**src/sv/sv39ptw_pkg.sv**
```systemverilog
// Shared types and constants of the Sv39 page table walker.
package sv39ptw_pkg;

  localparam int PPN_W       = 44;
  localparam int PTE_W       = 54;
  localparam int VA_W        = 39;
  localparam int PA_W        = 56;
  localparam int VPN_W       = 9;
  localparam int OFFSET_W    = 12;
  localparam int PTE_PPN_LSB = 10;
  localparam int PTE_V_BIT   = 0;
  localparam int PTE_U_BIT   = 4;

  typedef enum logic [2:0] {
    ST_OK           = 3'd0,
    ST_HIGH         = 3'd1,
    ST_MISSING      = 3'd2,
    ST_LEAF_INVALID = 3'd3,
    ST_NOT_USER     = 3'd4,
    ST_OUTSIDE      = 3'd5
  } status_e;

  typedef enum logic {
    FUNC_WRITE     = 1'b0,
    FUNC_TRANSLATE = 1'b1
  } func_e;

  typedef enum logic {
    CFG_ROOT_PAGE = 1'b0,
    CFG_MEM_BASE  = 1'b1
  } cfg_reg_e;

  // Commands from the controller to the datapath.
  typedef struct packed {
    logic accept;       // an input beat is taken this cycle
    logic walk;         // check a directory entry and read the next level
    logic sel_l0;       // next level is the leaf level
    logic leaf;         // check the leaf entry
    logic out_load;     // load the output register
    logic res_load;     // park the finished result
    logic out_from_res; // output register takes the parked result
  } cmd_t;

  // Status from the datapath to the controller.
  typedef struct packed {
    logic done;         // the item finishes in this cycle
  } sts_t;

endpackage

```
**src/sv/sv39ptw_ctrl.sv**
```systemverilog
// Controller state machine of the Sv39 page table walker.
module sv39ptw_ctrl (
  input  logic               clk_i,
  input  logic               rst_ni,
  input  logic               in_valid_i,
  output logic               in_stall_o,
  output logic               out_valid_o,
  input  logic               out_stall_i,
  output sv39ptw_pkg::cmd_t  cmd_o,
  input  sv39ptw_pkg::sts_t  sts_i
);

  typedef enum logic [2:0] {
    S_IDLE,
    S_L1,
    S_L0,
    S_LEAF,
    S_HOLD
  } state_e;

  state_e state_q, state_d;
  logic   out_valid_q, out_valid_d;
  logic   out_free;
  logic   finish;

  assign out_free   = !out_valid_q || !out_stall_i;
  assign in_stall_o = (state_q != S_IDLE);

  always_comb begin
    cmd_o   = '0;
    state_d = state_q;
    finish  = 1'b0;
    case (state_q)
      S_IDLE: begin
        if (in_valid_i) begin
          cmd_o.accept = 1'b1;
          if (sts_i.done) begin
            finish = 1'b1;
          end else begin
            state_d = S_L1;
          end
        end
      end
      S_L1: begin
        cmd_o.walk = 1'b1;
        if (sts_i.done) begin
          finish = 1'b1;
        end else begin
          state_d = S_L0;
        end
      end
      S_L0: begin
        cmd_o.walk   = 1'b1;
        cmd_o.sel_l0 = 1'b1;
        if (sts_i.done) begin
          finish = 1'b1;
        end else begin
          state_d = S_LEAF;
        end
      end
      S_LEAF: begin
        cmd_o.leaf = 1'b1;
        finish     = 1'b1;
      end
      S_HOLD: begin
        if (out_free) begin
          cmd_o.out_load     = 1'b1;
          cmd_o.out_from_res = 1'b1;
          state_d            = S_IDLE;
        end
      end
      default: begin
        state_d = S_IDLE;
      end
    endcase

    // A finished result goes straight out when the output register is free.
    if (finish) begin
      if (out_free) begin
        cmd_o.out_load = 1'b1;
        state_d        = S_IDLE;
      end else begin
        cmd_o.res_load = 1'b1;
        state_d        = S_HOLD;
      end
    end

    out_valid_d = cmd_o.out_load || (out_valid_q && out_stall_i);
  end

  always_ff @(posedge clk_i or negedge rst_ni) begin
    if (!rst_ni) begin
      state_q     <= S_IDLE;
      out_valid_q <= 1'b0;
    end else begin
      state_q     <= state_d;
      out_valid_q <= out_valid_d;
    end
  end

  assign out_valid_o = out_valid_q;

endmodule

```
**config.mk**
```make
export PLATFORM = sky130hd
export DESIGN_NAME = sv39ptw_ctrl
export DESIGN_NICKNAME = d
export VERILOG_FILES = /design/src/sv/sv39ptw_pkg.sv /design/src/sv/sv39ptw_ctrl.sv
export SDC_FILE = /design/constraint.sdc
export NUM_CORES = 1
export LEC_CHECK = 0
export BUFFER_PORTS_ARGS = -buffer_cell sky130_fd_sc_hd__buf_2
export CAP_MARGIN = 30
export CORE_AREA = 4 4 41 43
export CTS_CLUSTER_SIZE = 30
export DETAILED_ROUTE_END_ITERATION = 10
export DIE_AREA = 0 0 45 47
export GPL_TIMING_DRIVEN = 0
export PLACE_DENSITY_LB_ADDON = 0.3
export SETUP_SLACK_MARGIN = 0.05
export SLEW_MARGIN = 30
export SYNTH_ARGS = -nofsm -noshare
export SYNTH_HDL_FRONTEND = slang
export SYNTH_SLANG_ARGS = --single-unit
export TNS_END_PERCENT = 30
```
**constraint.sdc**
```tcl
create_clock -name clk_i -period 1.4 [get_ports clk_i]
set_input_delay 0.35 -clock clk_i [delete_from_list [all_inputs] [get_ports clk_i]]
set_output_delay 0.35 -clock clk_i [all_outputs]
set_load 0.02 [all_outputs]
```
==> results.md, run 1 <==
* Clock skew at 0.003749 ns
* RSZ-0062 raised after global routing: yes
* Pleak at 0.2603 nW
* DP Worst Slack at -0.1848 ns
* Top-count cell post-synth: nor2_1
* Initial antenna violation count at 0
* Worst min-delay path class: input pin to flop
* Mean post-synth cell area at 8.516 µm²
* Clk_lat worst skew at 0.24 ns
* Most frequent CP cell: buf_6
* Cells after synthesis at 31
* Filler cell count in the final layout at 141
* Slew Viols, Final at 0
* Initial core utilization at 20.29%
* Crit path kind: flop to output port
* Post-synth EDFFs at 0
* Final Cycle Share at 128.9%
* Num Clock Sinks at 4
* Worst-path cell chain: buf_6, buf_4, or3_4, nor2_4, buf_6
* CTS Buffer Depth at 2
* Port Buffer Count at 13
* Top cell type's share of synthesized area at 37.91%
* Vias/cell at 4.420
* Max_cap viols at 0
* Unique masters post-synth at 19
* Switching part of the total at 38.45%
* Syn nets at 36
* H-tree depth at 1
* Worst path max stage delay at 0.37 ns
* Pin count of the biggest net entering global routing at 10
* Cell Rows at 13
* Diode count at 0
* Power Dens Cells at 1447 nW/µm²
* Routed wire length at 740 µm
* Final Net Count at 61
* Violated checks: negative setup slack
* Highest-delay cell along the critical path: or3_4
* Initial detailed-routing violation count at 2
* Crit path time final at 1.805 ns
* Final Hold Viols at 0
* # IOs at 14
* Required @ worst endpoint at 1.05 ns
* Vias post-DR at 305
* Post-route DRC at 0
* HPWL Detailed at 466.4 µm
* CTS root buffer: clkbuf_4
* Max Used Layer: met4
* Die Ht at 47 µm
* Reg clk slew, reported paths at 0.04 ns
* Worst slew pin tran at 0.3009 ns
* TritonCTS clock tree: built
* Number of global-route vias before repair at 286
* Die area at 2115 µm²
* Global-route wire length before repair at 1.255 mm
* Synth Flop Type: dfrtp_1
* Max Fclk at 0.5541 GHz
* Final setup vio count at 8
* Arrival time at the worst endpoint at 1.45 ns
* Outcome: finished, violations left
* NetSw at 0.2923 mW
* Sequential power share at 19.7%
* VDD IR-drop max at 0.0005087 V
* Core area at 1301 µm²
* Post-synthesis register bit count at 4
* Cell taking the most area after synthesis: dfrtp_1
* Area Overhead vs Synth at 99.05%
* Worst-path maximum fanout at 5
* Critical Path End Type: output port
* Slew Limit Headroom at 79.83%
* Post-synthesis async set-or-reset flop share at 100.0%
* Total gr overflow at 0
* Dominant cells by area after synthesis: dfrtp_1, nor2_1, nor3_1, nor3b_2, buf_6
* Gpl congestion at 0.6954
* Seq/Total Area, Yosys at 37.91%
* Post-DR wirelength/cell at 10.72 µm
* Pint at 0.4679 mW
* Critical path launch point type: flop
* FF+latch area at 100.1 µm²
* DR pass1 iterations at 2
* WL met1 at 278 µm
* Synth Cell Area at 264.0 µm²
* CTS buffer count at 3
* Multi-input logic area at 190.2 µm²
* Die width at 45 µm
* Met3 WL post-DR at 13 µm
* Layout cells sized above 1 at 66.67%
* Post-route ant nets at 0
* Final TNS setup at -2.087 ns
* Yosys warnings at 0
* Metal2 WL at 428 µm
* Share of total power in combinational logic at 61.2%
* Clock power share at 19.1%
* Final WS setup at -0.4047 ns
* Most frequent cells after synthesis: nor2_1, dfrtp_1, nor3_1, buf_2, nand2_1
* Tot GR Track Use at 8.744%
path summary, 6_finish.rpt:
check	startpoint	end	slack, ns	cells after the start
worst min register to register	state_q[0]$_DFFE_PN0P_	state_q[0]$_DFFE_PN0P_	0.64	3
max in group asynchronous	rst_ni	state_q[1]$_DFFE_PN0P_	0.84	2
min in group asynchronous	rst_ni	state_q[2]$_DFFE_PN0P_	0.44	2
worst min-delay path	sts_i	state_q[0]$_DFFE_PN0P_	0.35	2
worst max register to register	state_q[0]$_DFFE_PN0P_	out_valid_o$_DFF_PN0_	0.16	4
worst max-delay path	state_q[2]$_DFFE_PN0P_	cmd_o[6]	-0.40	5
power by group through the flow:
stage | clock network [mW] | registers, mW | logic [mW]
2_1_floorplan | 0 | 0.162 | 0.233
3_3_place_gp | 0 | 0.149 | 0.329
3_5_place_dp | 0 | 0.150 | 0.329
4_1_cts | 0.144 | 0.150 | 0.437
5_1_grt | 0.147 | 0.152 | 0.500
6_report | 0.145 | 0.150 | 0.466
cell families after synthesis:
group / after synthesis / synth area share (%)
AO/OA/AOI/OAI: 4 / 10.90
XOR/XNOR: 1 / 3.318
buffers and inverters: 5 / 12.32
flip-flops: 4 / 37.92
AND/OR/NAND/NOR: 17 / 35.55
placed cells by master, fill, tap and decap left out, drive strengths merged:
master	instances
o21a	1
xnor2	1
nor3b	2
nand2	2
dlygate4sd3	1
o21ai	1
clkbuf	3
a22o	1
o21bai	1
dfrtp	4
inv	1
nor4	1
nor2	6
and3	1
or3	1
nor3	4
buf	23
timing repair:
item                       4_1_cts  5_1_grt
setup buffers                    6        1
gates resized for setup         17        4
setup endpoints to repair        8        8
hold endpoints to repair         4        0
hold buffers                     1        0
pin swaps                        3        5
critical path, delay by kind of cell, from the launching register on:
| family | cells | cell delay (ns) |
|---|---|---|
| and+or+nand+nor | 2 | 0.48 |
| DFF | 1 | 0.36 |
| buffers and inverters | 3 | 0.37 |
metal layers:
layer  GRT usage (%)  vias up
li1                -      150
met1           8.796      147
met2           14.41        5
met3           2.299        3
met4           8.772        0
met5               0        -
state kept, by name, summed over array words and instances, names as in the netlist:
register and flops:
state_q 3, out_valid_o 1
area by class of cell:
type	instances	share of cell area, %
Timing Repair Buffer	21	30.48
Clock buffer	3	4.286
Buffer	3	5.714
Multi-Input combinational cell	22	36.19
Tap cell	15	3.571
Sequential cell	4	19.05
Inverter	1	0.7143
through the flow:
stage          power [mW]  cells  utilization [%]  hold WS [ns]  area, µm²
2_1_floorplan      0.3945     31                -       0.05441      282.8
3_3_place_gp       0.4778     59            28.17        0.1572      366.6
3_5_place_dp       0.4790     59            28.17        0.1564      366.6
4_1_cts            0.7309     68            38.65        0.3494      503.0
5_1_grt            0.7992     69            40.38        0.3751      525.5
6_report           0.7602     69            40.38        0.3489      525.5
No activity file was read; power rests on OpenSTA's default activity.
==> inputs of run 2 (changes only) <==
--- a/config.mk
+++ b/config.mk
@@ -13,7 +13,9 @@
 export DIE_AREA = 0 0 45 47
 export GPL_TIMING_DRIVEN = 0
 export PLACE_DENSITY_LB_ADDON = 0.3
+export RECOVER_POWER = 50
 export SETUP_SLACK_MARGIN = 0.05
+export SKIP_LAST_GASP = 1
 export SLEW_MARGIN = 30
 export SYNTH_ARGS = -nofsm -noshare
 export SYNTH_HDL_FRONTEND = slang
==> run 2 against run 1 <==
Compared with the run above: the flow still finishes with violations (negative setup slack); non-clock buffer count rose by 1; wire length increased by 0.41%; final cell count increased by 1.4%; clock power fell by 3%; critical path type unchanged.
==> results.md, run 2 (synthesized netlist as in run 1, its figures left out) <==
* Outcome: finished, violations left
* Violated checks: negative setup slack
* Worst-path maximum fanout at 5 (unchanged)
* Total gr overflow at 0 (unchanged)
* Layout cells sized above 1 at 60.00% (-6.7 points)
* Post-DR wirelength/cell at 10.61 µm (-1.0%)
* Global-route wire length before repair at 1.152 mm (-8.2%)
* Worst slew pin tran at 0.2974 ns (-0.003543 ns)
* Die Ht at 47 µm (unchanged)
* Crit path kind: flop to output port
* FF+latch area at 100.1 µm² (unchanged)
* Worst R2R Path Depth at 4 (unchanged)
* Tot GR Track Use at 8.188% (-0.56 points)
* Diode count at 0 (unchanged)
* Port Buffer Count at 13 (unchanged)
* Pleak at 0.2616 nW (+0.47%)
* Worst path max stage delay at 0.37 ns (about the same)
* Routed wire length at 743 µm (+0.41%)
* Initial core utilization at 20.29% (unchanged)
* Required @ worst endpoint at 1.05 ns (about the same)
* Power Dens Cells at 1459 nW/µm² (+0.84%)
* Gpl congestion at 0.6954 (unchanged)
* Initial antenna violation count at 0 (unchanged)
* Share of total power in combinational logic at 60.8% (-0.4 points)
* Worst-path cell chain: buf_6, buf_4, or3_4, nor2_4, buf_6
* NetSw at 0.2852 mW (-2.4%)
* Post-route ant nets at 0 (unchanged)
* Commonest non-fill, non-tap cell in the layout: buf_2
* Worst setup endpoint: cmd_o[6]
* Switching part of the total at 38.58% (+0.13 points)
* Filler cell count in the final layout at 147 (+4.3%)
* RSZ-0062 raised after global routing: yes
* Most frequent cells in the layout: buf_2, buf_4, buf_6, nor2_1, dfrtp_1
* Critical Path End Type: output port
* TritonCTS clock tree: built
* Delay-heaviest family, CP: simple AND/OR/NAND/NOR gates
* Flip-flop count of the largest register after layout at 3 (unchanged)
* Reg clk slew, reported paths at 0.04 ns (about the same)
* Clock power share at 19.0% (about the same)
* HPWL Detailed at 466.4 µm (unchanged)
* Final WS setup at -0.3980 ns (+0.006707 ns)
* Critical R2R Capture: out_valid_o$_DFF_PN0_
* Die width at 45 µm (unchanged)
* Worst min-delay path class: input pin to flop
* Slew Limit Headroom at 80.07% (+0.24 points)
* Highest-delay cell along the critical path: or3_4
* Design Power at 0.7392 mW (-2.8%)
* Logic depth of the worst path, buffers included at 5 (unchanged)
* Vias post-DR at 305 (unchanged)
* VDD IR-drop max at 0.0005298 V (+4.2%)
* Largest register by flop count: state_q
* # IOs at 14 (unchanged)
* CP startpoint: state_q[2]$_DFFE_PN0P_
* Post-route DRC at 0 (unchanged)
* Clock skew at 0.001793 ns (-0.001955 ns)
* Vias/cell at 4.357 (-1.4%)
* Initial detailed-routing violation count at 1 (-1)
* CTS buffer count at 3 (unchanged)
* Num Clock Sinks at 4 (unchanged)
* Slew Viols, Final at 0 (unchanged)
* R2r setup slk at 0.19 ns (+0.03 ns)
* Core area at 1301 µm² (unchanged)
* DP Worst Slack at -0.1848 ns (unchanged)
* CTS Buffer Depth at 2 (unchanged)
* Final Net Count at 62 (+1.6%)
* Cell Rows at 13 (unchanged)
* Die area at 2115 µm² (unchanged)
* Critical path launch point type: flop
* Final Cycle Share at 128.4% (-0.48 points)
* Final Hold Viols at 0 (unchanged)
* Pint at 0.4540 mW (-3.0%)
* Max_cap viols at 0 (unchanged)
* Clk_lat worst skew at 0.23 ns (about the same)
* Most frequent CP cell: buf_6
* Area Overhead vs Synth at 91.94%
* Sequential power share at 20.2% (+0.5 points)
* DR pass1 iterations at 4 (+2)
* H-tree depth at 1 (unchanged)
* Max Fclk at 0.5562 GHz (+0.37%)
* CTS root buffer: clkbuf_4
* Crit path time final at 1.798 ns (-0.006707 ns)
* Final setup vio count at 8 (unchanged)
* CP bufs+invs at 3 (unchanged)
* Pin count of the biggest net entering global routing at 10 (unchanged)
* Multi-input logic area at 181.4 µm² (-4.6%)
* Arrival time at the worst endpoint at 1.45 ns (about the same)
* Number of global-route vias before repair at 265 (-7.3%)
* Worst r2r src: state_q[0]$_DFFE_PN0P_
## run 2: changes by cell type in the layout (fill, tap and decap cells not counted)
cell and delta:
a22o_1 -1, a22o_4 +1, buf_2 +4, buf_4 -3, buf_6 -1, clkbuf_1 +1, nor2_1 +2, nor2_2 -2
nor3b_1 +1, nor3b_2 -1, xnor2_1 +1, xnor2_2 -1
## run 2: area by class of cell
| class | count | share of cell area (%) |
|---|---|---|
| well taps | 15 | 3.704 |
| multi-input cells | 22 | 35.80 |
| flip-flops and latches | 4 | 19.75 |
| clock buffers | 3 | 4.444 |
| inverters | 1 | 0.7407 |
| repair buffers | 22 | 30.12 |
| plain buffers | 3 | 5.432 |
## run 2: power by group through the flow
stage	combinational (mW)	sequential, mW	clock (mW)
after detailed placement	0.329	0.150	0
final	0.450	0.149	0.140
after global placement	0.329	0.149	0
after CTS	0.406	0.150	0.144
after floorplan	0.233	0.162	0
after global routing	0.483	0.151	0.147
## run 2: repair_timing
item / in CTS / in global routing
pin swaps: 3 / 2
resized for setup: 8 / 4
endpoints found under the setup margin: 8 / 8
setup buffers: 6 / 2
endpoints found under the hold margin: 4 / 0
hold buffers: 1 / 0
## run 2: worst min-delay path by stage
stage | startpoint | endpoint | slack (ns) | depth (start not counted)
after floorplan | rst_ni | out_valid_o$_DFF_PN0_ | 0.05 | 0
after global placement | rst_ni | out_valid_o$_DFF_PN0_ | 0.16 | 1
after detailed placement | rst_ni | out_valid_o$_DFF_PN0_ | 0.16 | 1
after CTS | sts_i | state_q[0]$_DFFE_PN0P_ | 0.35 | 2
after global routing | sts_i | state_q[0]$_DFFE_PN0P_ | 0.37 | 2
final | sts_i | state_q[0]$_DFFE_PN0P_ | 0.35 | 2
## run 2: per-layer routing
layer | track usage (%) | up-vias | wire length (µm)
met3 | 2.299 | 3 | 17
li1 | - | 153 | -
met2 | 12.99 | 5 | 424
met5 | 0 | - | 0
met1 | 8.333 | 144 | 281
met4 | 8.772 | 0 | 19
## run 2: metrics by stage
step | cells | hold slack, ns | area, µm² | TNS, ns | util, %
global placement | 59 | 0.1572 | 366.6 | -0.4400 | 28.17
global route | 70 | 0.3735 | 506.7 | -2.464 | 38.94
finish | 70 | 0.3541 | 506.7 | -2.081 | 38.94
CTS | 68 | 0.3494 | 474.2 | -2.029 | 36.44
detailed placement | 59 | 0.1564 | 366.6 | -0.4504 | 28.17
floorplan | 31 | 0.05441 | 282.8 | -0.1285 | -
