--- src/sv/sv39ptw_pkg.sv ---
// Shared types and constants of the Sv39 page table walker.
package sv39ptw_pkg;

  localparam int PPN_W       = 44;
  localparam int PTE_W       = 54;
  localparam int VA_W        = 39;
  localparam int PA_W        = 56;
  localparam int VPN_W       = 9;
  localparam int OFFSET_W    = 12;
  localparam int PTE_PPN_LSB = 10;
  localparam int PTE_V_BIT   = 0;
  localparam int PTE_U_BIT   = 4;

  typedef enum logic [2:0] {
    ST_OK           = 3'd0,
    ST_HIGH         = 3'd1,
    ST_MISSING      = 3'd2,
    ST_LEAF_INVALID = 3'd3,
    ST_NOT_USER     = 3'd4,
    ST_OUTSIDE      = 3'd5
  } status_e;

  typedef enum logic {
    FUNC_WRITE     = 1'b0,
    FUNC_TRANSLATE = 1'b1
  } func_e;

  typedef enum logic {
    CFG_ROOT_PAGE = 1'b0,
    CFG_MEM_BASE  = 1'b1
  } cfg_reg_e;

  // Commands from the controller to the datapath.
  typedef struct packed {
    logic accept;       // an input beat is taken this cycle
    logic walk;         // check a directory entry and read the next level
    logic sel_l0;       // next level is the leaf level
    logic leaf;         // check the leaf entry
    logic out_load;     // load the output register
    logic res_load;     // park the finished result
    logic out_from_res; // output register takes the parked result
  } cmd_t;

  // Status from the datapath to the controller.
  typedef struct packed {
    logic done;         // the item finishes in this cycle
  } sts_t;

endpackage

--- src/sv/sv39ptw_dpath.sv ---
// Datapath of the Sv39 page table walker: address checks, result and configuration registers.
module sv39ptw_dpath #(
  parameter int MEM_WORDS     = 4096,
  parameter int VA_LIMIT_BITS = 38,
  localparam int AW           = $clog2(MEM_WORDS)
) (
  input  logic                            clk_i,
  input  logic                            rst_ni,
  input  sv39ptw_pkg::cmd_t               cmd_i,
  output sv39ptw_pkg::sts_t               sts_o,
  input  logic                            cfg_we_i,
  input  logic                            cfg_index_i,
  input  logic [sv39ptw_pkg::PPN_W-1:0]   cfg_data_i,
  input  logic                            func_i,
  input  logic [11:0]                     word_index_i,
  input  logic [sv39ptw_pkg::PTE_W-1:0]   pte_word_i,
  input  logic [sv39ptw_pkg::VA_W-1:0]    virtual_address_i,
  output logic [sv39ptw_pkg::PA_W-1:0]    physical_address_o,
  output logic [2:0]                      status_o,
  output logic                            ram_en_o,
  output logic                            ram_we_o,
  output logic [AW-1:0]                   ram_addr_o,
  output logic [sv39ptw_pkg::PTE_W-1:0]   ram_wdata_o,
  input  logic [sv39ptw_pkg::PTE_W-1:0]   ram_rdata_i
);

  localparam int PPN_W  = sv39ptw_pkg::PPN_W;
  localparam int VPN_W  = sv39ptw_pkg::VPN_W;
  localparam int WORD_W = PPN_W + VPN_W;

  logic [PPN_W-1:0]            root_q, base_q;
  logic [2*VPN_W-1:0]          vpn_q;
  logic [sv39ptw_pkg::PA_W-1:0] res_pa_q, out_pa_q, fin_pa;
  sv39ptw_pkg::status_e        res_st_q, out_st_q, fin_st;

  logic             is_write, va_high, wr_ok;
  logic             l2_ok, nx_ok, ent_v, ent_u, done;
  logic [AW-1:0]    l2_addr, nx_addr, wr_addr;
  logic [PPN_W-1:0] ent_ppn;
  logic [VPN_W-1:0] nxt_idx;

  // Word address of a table entry relative to the window base; top bit flags a legal word.
  function automatic logic [AW:0] win(input logic [PPN_W-1:0] page,
                                      input logic [PPN_W-1:0] base,
                                      input logic [VPN_W-1:0] idx);
    logic [PPN_W:0]    diff;
    logic [WORD_W-1:0] word;
    diff = {1'b0, page} - {1'b0, base};
    word = {diff[PPN_W-1:0], idx};
    win  = {!diff[PPN_W] && (word < WORD_W'(MEM_WORDS)), word[AW-1:0]};
  endfunction

  always_comb begin
    is_write  = (sv39ptw_pkg::func_e'(func_i) == sv39ptw_pkg::FUNC_WRITE);
    va_high   = |(virtual_address_i >> VA_LIMIT_BITS);
    wr_ok     = (32'(word_index_i) < 32'(MEM_WORDS));
    wr_addr   = AW'(word_index_i);
    {l2_ok, l2_addr} = win(root_q, base_q, virtual_address_i[38:30]);

    ent_ppn = ram_rdata_i[sv39ptw_pkg::PTE_PPN_LSB +: PPN_W];
    ent_v   = ram_rdata_i[sv39ptw_pkg::PTE_V_BIT];
    ent_u   = ram_rdata_i[sv39ptw_pkg::PTE_U_BIT];
    nxt_idx = cmd_i.sel_l0 ? vpn_q[VPN_W-1:0] : vpn_q[2*VPN_W-1:VPN_W];
    {nx_ok, nx_addr} = win(ent_ppn, base_q, nxt_idx);

    ram_we_o    = cmd_i.accept && is_write && wr_ok;
    ram_en_o    = ram_we_o
                  || (cmd_i.accept && !is_write && !va_high && l2_ok)
                  || (cmd_i.walk && ent_v && nx_ok);
    ram_addr_o  = cmd_i.accept ? (is_write ? wr_addr : l2_addr) : nx_addr;
    ram_wdata_o = pte_word_i;

    done   = 1'b0;
    fin_pa = '0;
    fin_st = sv39ptw_pkg::ST_OK;
    if (cmd_i.accept) begin
      if (is_write) begin
        done = 1'b1;
      end else if (va_high) begin
        done   = 1'b1;
        fin_st = sv39ptw_pkg::ST_HIGH;
      end else if (!l2_ok) begin
        done   = 1'b1;
        fin_st = sv39ptw_pkg::ST_OUTSIDE;
      end
    end else if (cmd_i.walk) begin
      if (!ent_v) begin
        done   = 1'b1;
        fin_st = sv39ptw_pkg::ST_MISSING;
      end else if (!nx_ok) begin
        done   = 1'b1;
        fin_st = sv39ptw_pkg::ST_OUTSIDE;
      end
    end else if (cmd_i.leaf) begin
      done = 1'b1;
      if (!ent_v) begin
        fin_st = sv39ptw_pkg::ST_LEAF_INVALID;
      end else if (!ent_u) begin
        fin_st = sv39ptw_pkg::ST_NOT_USER;
      end else begin
        fin_pa = {ent_ppn, {sv39ptw_pkg::OFFSET_W{1'b0}}};
      end
    end
    sts_o.done = done;
  end

  always_ff @(posedge clk_i or negedge rst_ni) begin
    if (!rst_ni) begin
      root_q <= '0;
      base_q <= '0;
    end else if (cfg_we_i) begin
      case (sv39ptw_pkg::cfg_reg_e'(cfg_index_i))
        sv39ptw_pkg::CFG_ROOT_PAGE: root_q <= cfg_data_i;
        sv39ptw_pkg::CFG_MEM_BASE:  base_q <= cfg_data_i;
        default: ;
      endcase
    end
  end

  always_ff @(posedge clk_i) begin
    if (cmd_i.accept) begin
      vpn_q <= virtual_address_i[sv39ptw_pkg::OFFSET_W +: 2*VPN_W];
    end
    if (cmd_i.res_load) begin
      res_pa_q <= fin_pa;
      res_st_q <= fin_st;
    end
    if (cmd_i.out_load) begin
      out_pa_q <= cmd_i.out_from_res ? res_pa_q : fin_pa;
      out_st_q <= cmd_i.out_from_res ? res_st_q : fin_st;
    end
  end

  assign physical_address_o = out_pa_q;
  assign status_o           = out_st_q;

endmodule

--- config.mk ---
export PLATFORM = sky130hd
export DESIGN_NAME = sv39ptw_dpath
export DESIGN_NICKNAME = d
export VERILOG_FILES = /design/src/sv/sv39ptw_pkg.sv /design/src/sv/sv39ptw_dpath.sv
export SDC_FILE = /design/constraint.sdc
export NUM_CORES = 1
export LEC_CHECK = 0
export BUFFER_PORTS_ARGS = -buffer_cell sky130_fd_sc_hd__buf_2
export CORE_MARGIN = 2
export CORE_UTILIZATION = 35
export DETAILED_ROUTE_END_ITERATION = 16
export PLACE_DENSITY = 0.58
export SYNTH_ARGS = -nofsm -noshare
export SYNTH_HDL_FRONTEND = slang
export SYNTH_SLANG_ARGS = --single-unit
--- constraint.sdc ---
create_clock -name clk_i -period 6 [get_ports clk_i]
set_input_delay 1.2 -clock clk_i [delete_from_list [all_inputs] [get_ports clk_i]]
set_output_delay 1.2 -clock clk_i [all_outputs]
set_load 0.02 [all_outputs]
==> results by group, run 1 <==
STA
  – Min Hold Slack: between 0.5 and 0.6 ns
  – Post-route clock period utilization: a little over nine tenths
  – Worst-Margin Slew: 1.18 ns
  – Endpoints failing setup: 0
  – Crit path time final: a little under 6 ns
  – Final clock skew: about 0.013 ns
  – Fin. max-slew vios: 0
  – Fmax: 172 MHz
  – Final Hold Viols: 0
  – Max_slew headroom: about 22%
  – Final setup TNS: 0 ns

Global routing
  – Largest net degree at the start of global routing: 51
  – GR Overflow Total: 0
  – Global-route wire length before repair: roughly 72,000 um
  – Gr usage total: about a fifth
  – Initial antenna violation count: 5
  – Vias in the first global route: approximately 13,000

Clocking
  – Root Driver: clkbuf_16
  – CTS tree: built
  – CTS Buffer Depth: 2
  – # Post-CTS Setup Buffers: 0
  – H-tree depth: 4
  – Clk pin slew, worst setup/hold paths: around 0.07 ns
  – Clk Latency, worst-skew pair: roughly 0.47 ns
  – Clock sink total: 200
  – CTS Buf Count: 17

Power and ir drop
  – Maximum VDD drop: between 0.15 and 0.2 mV
  – Leakage: around 0.0074 uW
  – Comb power frac: a little under half
  – Seq pwr share: between 30% and 40%
  – Int Power: approximately 3100 uW
  – PD cells: about 300 mW/mm^2
  – Switching power: between 2000 and 2500 uW
  – Clock power frac: between 20 and 25%
  – Switching share of power: approximately two fifths

Yosys
  – Mapped Avg Cell Area: around 9.5 sq um
  – Register area share after synthesis: a little over a third
  – Mapped cell area: 0.0152 sq mm
  – Number of synthesized register bits: 200
  – Syn Inst Count: around 1,600
  – Area contributors post-synth: edfxtp_1 22%, dfrtp_1 14%, mux2_2 9.9%
  – Syn. warnings: 0
  – Primary FF master, synth: edfxtp_1
  – Synth cell types: 90
  – Post-synth top cells: 134 x mux2_2, 131 x a21oi_1, 112 x edfxtp_1, 100 x nand2_1
  – Synth area leader: edfxtp_1
  – Post-synth ARST share: a little over two fifths
  – Post-synth top area share: roughly 22%
  – Cell with the most instances after synthesis: mux2_2
  – Post-synth EDFFs: ~110

Finish
  – Layout filler cell count: 4,324
  – Storage cell area: approximately 0.0056 sq mm
  – Util after Layout: about 40%
  – Nets: 2,044
  – Layout cells sized above 1: between 20% and 30%
  – Area Growth Syn to Fin: 13.4%
  – Multi-input logic area: 0.00865 sq mm

Run status
  – Outcome: finished clean

Min path
  – Hold/Removal Path Class: reg -> reg

Routing
  – Final Routed Wirelength: approximately 48,000 um
  – WL/cell: between 20 and 25 um
  – Drt pass-1 iters: 5
  – Via density: 5.58
  – DRT iter0 DRCs: approximately 940
  – Vias: roughly 13,000
  – DRC Markers: 0
  – Routed Antenna Nets: 0

Job
  – Max-Cap Viols: 0

Floorplanning
  – Core Area: ~0.043 sq mm
  – I/O pins: about 340
  – Die area: approximately 0.045 sq mm
  – DIE HEIGHT: roughly 210 um
  – Rows: between 70 and 80
  – Die W: about 210 um
  – Initial Util: a little over a third

Critical path
  – Reg2Reg Setup Slack: approximately 1.6 ns
  – Worst setup SP type: input pin
  – Worst EP required: 4.80 ns
  – Worst Setup End Kind: output port
  – Arr. time, crit path: between 4 and 5 ns
  – Max FO, Critical Path: 10
  – Crit Path Category: in -> out

Place
  – Placer Congestion: around 0.96
  – Port Buffers: approximately 200
  – Hpwl dp: roughly 38,000 um
-- stage by stage --
stage | area, sq um | power (uW) | setup slack [ns] | instances
2_1_floorplan | 15200 | 3380 | 0.767 | 1613
3_3_place_gp | 16600 | 4050 | -0.0681 | 2305
3_5_place_dp | 16600 | 4070 | -0.0972 | 2305
4_1_cts | 17200 | 5270 | 0.0437 | 2337
5_1_grt | 17200 | 5600 | -0.0260 | 2340
6_report | 17200 | 5270 | 0.184 | 2340
-- layout make-up --
class / instances / share of cell area, %
flip-flops and latches: 200 / 32.3
inverters: 70 / 1.52
multi-input cells: 1190 / 50.1
clock buffers: 18 / 2.61
well taps: 585 / 4.24
clock inverters: 14 / 0.776
diodes: 3 / 0.0435
repair buffers: 260 / 8.40
-- state kept, by name, indices dropped and copies added (netlist names) --
signal / cells
res_st_q: 3
status_o: 3
vpn_q: 18
physical_address_o: 44
base_q: 44
root_q: 44
res_pa_q: 44
-- repair_timing --
item,4_1_cts,5_1_grt
pin swaps,0,2
gates resized for setup,1,15
hold buffers,0,0
endpoints found under the setup margin,2,2
-- power groups by stage --
stage / Combinational (uW) / Clock (uW) / Sequential, uW
after floorplan: 1690 / 0 / 1690
after detailed placement: 2390 / 0 / 1680
after CTS: 2400 / 1210 / 1660
after global placement: 2370 / 0 / 1680
final: 2440 / 1180 / 1650
after global routing: 2680 / 1250 / 1670
-- critical path: stages --
cell and delay, ns:
buf_2 0.12, ha_1 0.45, nand4_1 0.18, o211ai_1 0.15, a21oi_1 0.15, or4_1 0.60
o21a_1 0.23, buf_4 0.15, o32a_1 0.16, o221ai_1 0.41, nor2_1 0.13, nand4b_1 0.17
or3b_1 0.36, buf_2 0.16
-- placed cells by master (no fill, tap or decap), types with 22 or more instances in the layout --
cell type  count
a21oi_1      130
nand2_1       99
inv_1         69
and3_1        58
nand3_1       35
nor3_1        25
edfxtp_1     112
buf_4         59
o21ai_0       66
mux2_2       134
dfrtp_1       88
a211oi_1      22
buf_2        201
ha_1          88
o21a_1        24
nor2_1        87
a21o_1        30
mux2i_1       22
nand4_1       45
-- metal layers --
metal | global-route usage [%] | share of wire, % | vias to the layer above
li1 | - | - | 6268
met1 | 26.8 | 44 | 6366
met2 | 35.3 | 48 | 353
met3 | 4.45 | 5.2 | 68
met4 | 7.43 | 2.6 | 2
met5 | 0 | 0.027 | -
-- final timing paths --
path	from	to	cells after the start
setup / recovery	ram_rdata_i[27]	ram_en_o	14
hold / removal	base_q[43]	base_q[43]	1
setup reg to reg	base_q[5]	status_o[0]	13
hold reg to reg	base_q[43]	base_q[43]	1
max in group asynchronous	rst_ni	root_q[12]	2
min in group asynchronous	rst_ni	root_q[39]	1
-- logic make-up after synthesis --
| logic type | synth area share (%) |
|---|---|
| simple gates | 15.5 |
| compound gates | 19.8 |
| buf+inv | 7.33 |
| flops | 36.6 |
| mux | 11.4 |
| fa+ha+maj | 7.50 |
| xor+xnor | 1.84 |
| other cells | 0.0247 |
Note: power is estimated with default switching activity, not from simulation.
==> run 2: changes to the inputs <==
- PLACE_DENSITY: 0.58 -> unset
- PLACE_DENSITY_LB_ADDON: unset -> 0.05
==> results by group, run 2 (synthesized netlist as in run 1, its figures left out) <==
Run status
  – Outcome: finished clean

Place
  – Hpwl dp: 40,000 um
  – Port Buffers: a little over 200
  – Placed Cells: 2,322
  – Dpl cell area: around 0.017 sq mm
  – Placer Congestion: around 0.93

Power and ir drop
  – Clock power frac: between 20% and 30%
  – Switching power: between 2000 and 2500 uW
  – Seq pwr share: 30.6%
  – Int Power: 3240 uW
  – Comb power frac: 46.8%
  – Leakage: 0.00746 uW
  – Switching share of power: 40.1%
  – Maximum VDD drop: approximately 0.18 mV
  – PD cells: around 310 mW/mm^2

STA
  – Crit path time final: 5.82 ns
  – Endpoints failing setup: 0
  – Fmax: roughly 170 MHz
  – Worst-Margin Slew: roughly 1.2 ns
  – Post-route clock period utilization: 97.1%
  – Max_slew headroom: 21.7%
  – Final setup TNS: 0 ns
  – Fin. max-slew vios: 0
  – Final Hold Viols: 0
  – Final clock skew: between 0.01 and 0.015 ns

Global routing
  – Initial antenna violation count: 4
  – Largest net degree at the start of global routing: between 50 and 60
  – Global-route wire length before repair: about 75,000 um
  – Vias in the first global route: around 13,000
  – Gr usage total: 22.2%
  – GR Overflow Total: 0

Floorplanning
  – Die W: between 200 and 250 um
  – DIE HEIGHT: 212 um
  – Rows: 76
  – I/O pins: 343
  – Initial Util: between 30% and 40%
  – Die area: 0.0451 sq mm
  – Core Area: 0.0430 sq mm

Critical path
  – Worst Setup End Kind: output port
  – Worst EP required: between 4 and 5 ns
  – Slowest Stage Delay on Critical Path: ~0.54 ns
  – Crit-path slowest cell: or4_4
  – Reg2Reg Setup Slack: 1.70 ns
  – Worst setup SP type: input pin
  – Worst path cell trace: buf_2, inv_1, ha_2, fa_2, nor2b_4, nor3_2, o311ai_2, buf_4, nand3_1, or4_4, nor4_4, nand4_1, nor4_4, nand4b_1, a21oi_1, nor2_1, buf_4
  – CP top delay family: simple AND/OR/NAND/NOR gates
  – Crit path buffers/inverters: 4
  – Crit Path Category: in -> out
  – Arr. time, crit path: 4.62 ns
  – Max FO, Critical Path: 3

Routing
  – Drt pass-1 iters: 5
  – DRC Markers: 0
  – Final Routed Wirelength: about 50,000 um
  – Vias: between 10,000 and 15,000
  – DRT iter0 DRCs: 682
  – Routed Antenna Nets: 0
  – WL/cell: ~21 um
  – Via density: between 5 and 6

Clocking
  – CTS Buffer Depth: 2
  – Clock sink total: 200
  – CTS tree: built
  – Clk Latency, worst-skew pair: roughly 0.5 ns
  – CTS Buf Count: 17
  – H-tree depth: 4
  – # hold bufs at CTS: 0
  – Clk pin slew, worst setup/hold paths: 0.07 ns
  – Root Driver: clkbuf_16

Finish
  – Layout cells sized above 1: 28.5%
  – Area Growth Syn to Fin: 15.2%
  – Commonest non-fill, non-tap cell in the layout: buf_2
  – Final Cell Area: between 0.015 and 0.02 sq mm
  – Non-Filler Instances: roughly 2,400
  – Nets: between 2,000 and 2,500
  – Most frequent cells in the layout: 200 x buf_2, 134 x mux2_2, 125 x a21oi_1

Job
  – Max-Cap Viols: 0

Min path
  – Hold/Removal Path Class: reg -> reg
-- run 2: final cells by class --
class | instances | area [sq um]
fillers | 4470 | 25500
multi-input cells | 1190 | 8760
flip-flops and latches | 200 | 5570
repair buffers | 278 | 1590
well taps | 585 | 732
clock buffers | 20 | 437
inverters | 70 | 263
clock inverters | 12 | 165
diodes | 4 | 10.0
-- run 2: repair_timing --
action / CTS / global route
resized for setup: 3 / 39
setup endpoints to repair: 2 / 2
hold endpoints to repair: 0 / 0
pin swaps: 6 / 8
buffers inserted: 0 / 1
-- run 2: metrics by stage --
step                power [uW]  hold WS (ns)  utilization [%]  setup WS [ns]
global placement          4140         0.487             38.9         -0.153
detailed placement        4130         0.493             38.9         -0.147
CTS                       5400         0.509             40.3         0.0152
finish                    5400         0.506             40.8          0.175
global route              5770         0.520             40.8       -0.00537
floorplan                 3380         0.479                -          0.767
-- run 2: metal layers --
metal	vias to the layer above	track usage, %	wire (um)
met1	6448	29.5	23000
li1	6317	-	-
met2	321	35.6	23300
met5	-	0	0
met4	0	8.46	1200
met3	60	4.27	2170
-- run 2: path summary, 6_finish.rpt --
check | end | depth (start not counted) | startpoint
setup / recovery | sts_o | 17 | ram_rdata_i[10]
hold / removal | base_q[22] | 1 | base_q[22]
setup reg to reg | status_o[2] | 14 | base_q[26]
hold reg to reg | base_q[22] | 1 | base_q[22]
max in group asynchronous | root_q[13] | 2 | rst_ni
min in group asynchronous | root_q[35] | 1 | rst_ni
-- run 2: power groups by stage --
stage               Sequential [uW]  Combinational [uW]  Clock (uW)
floorplan                      1690                1690           0
finish                         1650                2530        1220
global placement               1680                2460           0
CTS                            1650                2470        1280
global route                   1670                2770        1320
detailed placement             1680                2450           0
-- run 2: worst register-to-register path, cell delays in order (launching register included) --
cell and delay, ns:
dfrtp_1 0.37, inv_1 0.16, ha_1 0.42, a21oi_2 0.28
o21ai_0 0.26, a211oi_2 0.29, nand4_1 0.24, a21o_1 0.24
o311ai_0 0.43, buf_4 0.20, nand3_1 0.07, nor4_1 0.26
nand4_1 0.34, nand2b_1 0.30, a41oi_1 0.15
==> run 3: changes to the inputs <==
- clock period: 6 -> 5.6 ns (I/O delays scaled with it)
==> results by group, run 3 (synthesized netlist as in run 1, its figures left out) <==
Floorplanning
  – I/O pins: around 340
  – Core Area: between 0.04 and 0.05 sq mm
  – Die area: 0.0451 sq mm
  – Initial Util: roughly 35%
  – Rows: 76
  – DIE HEIGHT: ~210 um
  – Die W: 212 um

STA
  – Fin. max-slew vios: 0
  – Final setup TNS: 0 ns
  – Min Hold Slack: 0.504 ns
  – Endpoints failing setup: 0
  – Fmax: 180 MHz
  – Final clock skew: about 0.015 ns
  – RSZ-0062 raised after global routing: yes
  – Final Hold Viols: 0
  – Worst-Margin Slew: approximately 1.1 ns
  – Post-route clock period utilization: between 90 and 100%
  – Max_slew headroom: a little over a quarter
  – Crit path time final: between 5 and 6 ns

Critical path
  – Crit Path Category: in -> out
  – Crit-path most repeated cell: buf_4
  – Worst path cell trace: buf_8, inv_4, ha_4, fa_2, nand2b_4, a21o_1, buf_4, a31oi_2, nand3_1, o311ai_2, buf_4, mux2_2, o2111ai_4, nor4_4, nand4b_1, or3b_4, buf_6
  – Worst setup SP type: input pin
  – Crit-path slowest cell: fa_2
  – Worst Setup End Kind: output port
  – Slowest Stage Delay on Critical Path: 0.36 ns
  – Arr. time, crit path: between 4 and 5 ns
  – Max FO, Critical Path: 3
  – Worst EP required: ~4.5 ns

Min path
  – Hold/Removal Path Class: reg -> reg

Finish
  – Most frequent cells in the layout: 199 x buf_2, 174 x buf_4, 134 x mux2_2
  – Layout filler cell count: between 4,000 and 5,000
  – Commonest non-fill, non-tap cell in the layout: buf_2
  – Final Cell Area: 0.0186 sq mm
  – Layout cells sized above 1: a little over a third
  – Area Growth Syn to Fin: 22.1%
  – Nets: 2,159
  – Non-Filler Instances: 2,455
  – Util after Layout: a little over two fifths

Routing
  – DRC Markers: 0
  – Routed Antenna Nets: 0
  – DRT iter0 DRCs: about 850
  – Via density: ~5.5
  – Drt pass-1 iters: 5
  – WL/cell: between 20 and 25 um
  – Vias: roughly 13,000
  – Final Routed Wirelength: around 50,000 um

Place
  – Hpwl dp: between 40,000 and 50,000 um
  – Port Buffers: 202
  – Placer Congestion: a little over 0.9
  – Dpl cell area: approximately 0.017 sq mm
  – Placed Cells: 2,409

Global routing
  – Largest net degree at the start of global routing: between 50 and 60
  – Global-route wire length before repair: between 70,000 and 80,000 um
  – Vias in the first global route: approximately 13,000
  – GR Overflow Total: 0
  – Gr usage total: around 23%
  – Initial antenna violation count: 3

Job
  – Max-Cap Viols: 0

Power and ir drop
  – Leakage: 0.00793 uW
  – Maximum VDD drop: approximately 0.22 mV
  – PD cells: 323 mW/mm^2

Clocking
  – H-tree depth: 4
  – Clk pin slew, worst setup/hold paths: 0.07 ns
  – CTS Buf Count: 17
  – Clk Latency, worst-skew pair: around 0.50 ns
  – CTS tree: built
  – Clock sink total: 200
  – Root Driver: clkbuf_16
  – CTS Buffer Depth: 2
  – # hold bufs at CTS: 0

Run status
  – Outcome: finished clean
-- run 3: critical path: cells and delay by family --
kind,cells,cell delay [ns]
buf+inv,5,0.53
mux,1,0.19
compound gates,4,0.81
simple gates,5,1.27
fa+ha+maj,2,0.51
-- run 3: worst paths after layout --
check,slack [ns],to,from,cells after the start
worst max-delay path,0.05,ram_en_o,ram_rdata_i[10],17
worst min register to register,0.50,base_q[26],base_q[26],1
worst min-delay path,0.50,base_q[26],base_q[26],1
worst max register to register,1.30,status_o[2],base_q[4],13
min in group asynchronous,0.60,base_q[39],rst_ni,1
max in group asynchronous,3.92,base_q[1],rst_ni,2
-- run 3: through the flow --
| stage | worst slack, ns | power (uW) |
|---|---|---|
| after floorplan | 0.527 | 3620 |
| after global placement | -0.322 | 4590 |
| after detailed placement | -0.239 | 4590 |
| after CTS | 0.000986 | 5910 |
| after global routing | -0.0891 | 6380 |
| final | 0.0485 | 6000 |
-- run 3: final cells by class --
class                   count  area [sq um]  area share [%]
multi-input cells        1190          9090            49.0
diodes                      3          7.51          0.0404
repair buffers            375          2330            12.5
inverters                  70           265            1.43
clock inverters            13           108           0.580
well taps                 585           732            3.94
flip-flops and latches    200          5570            30.0
clock buffers              19           464            2.50
-- run 3: what timing repair did --
action                                  CTS  global route
endpoints found under the setup margin    2             2
gates resized for setup                  36            74
buffers inserted                          1            10
pin swaps                                11            17
-- run 3: power by group --
group          switching, uW  internal (uW)  leakage, uW
logic                   1740           1240      0.00551
clock network            622            616     0.000276
registers               65.5           1710      0.00214
total                   2430           3570      0.00793
-- run 3: routing by layer --
layer  vias up  part of all wire, %  routed length [um]  track usage, %
met5         -                    0                   0               0
met4         0                  2.5                1270            7.91
met3        66                  4.4                2250            4.59
met2       337                   47               23800            36.2
met1      6571                   46               23700            30.3
li1       6506                    -                   -               -
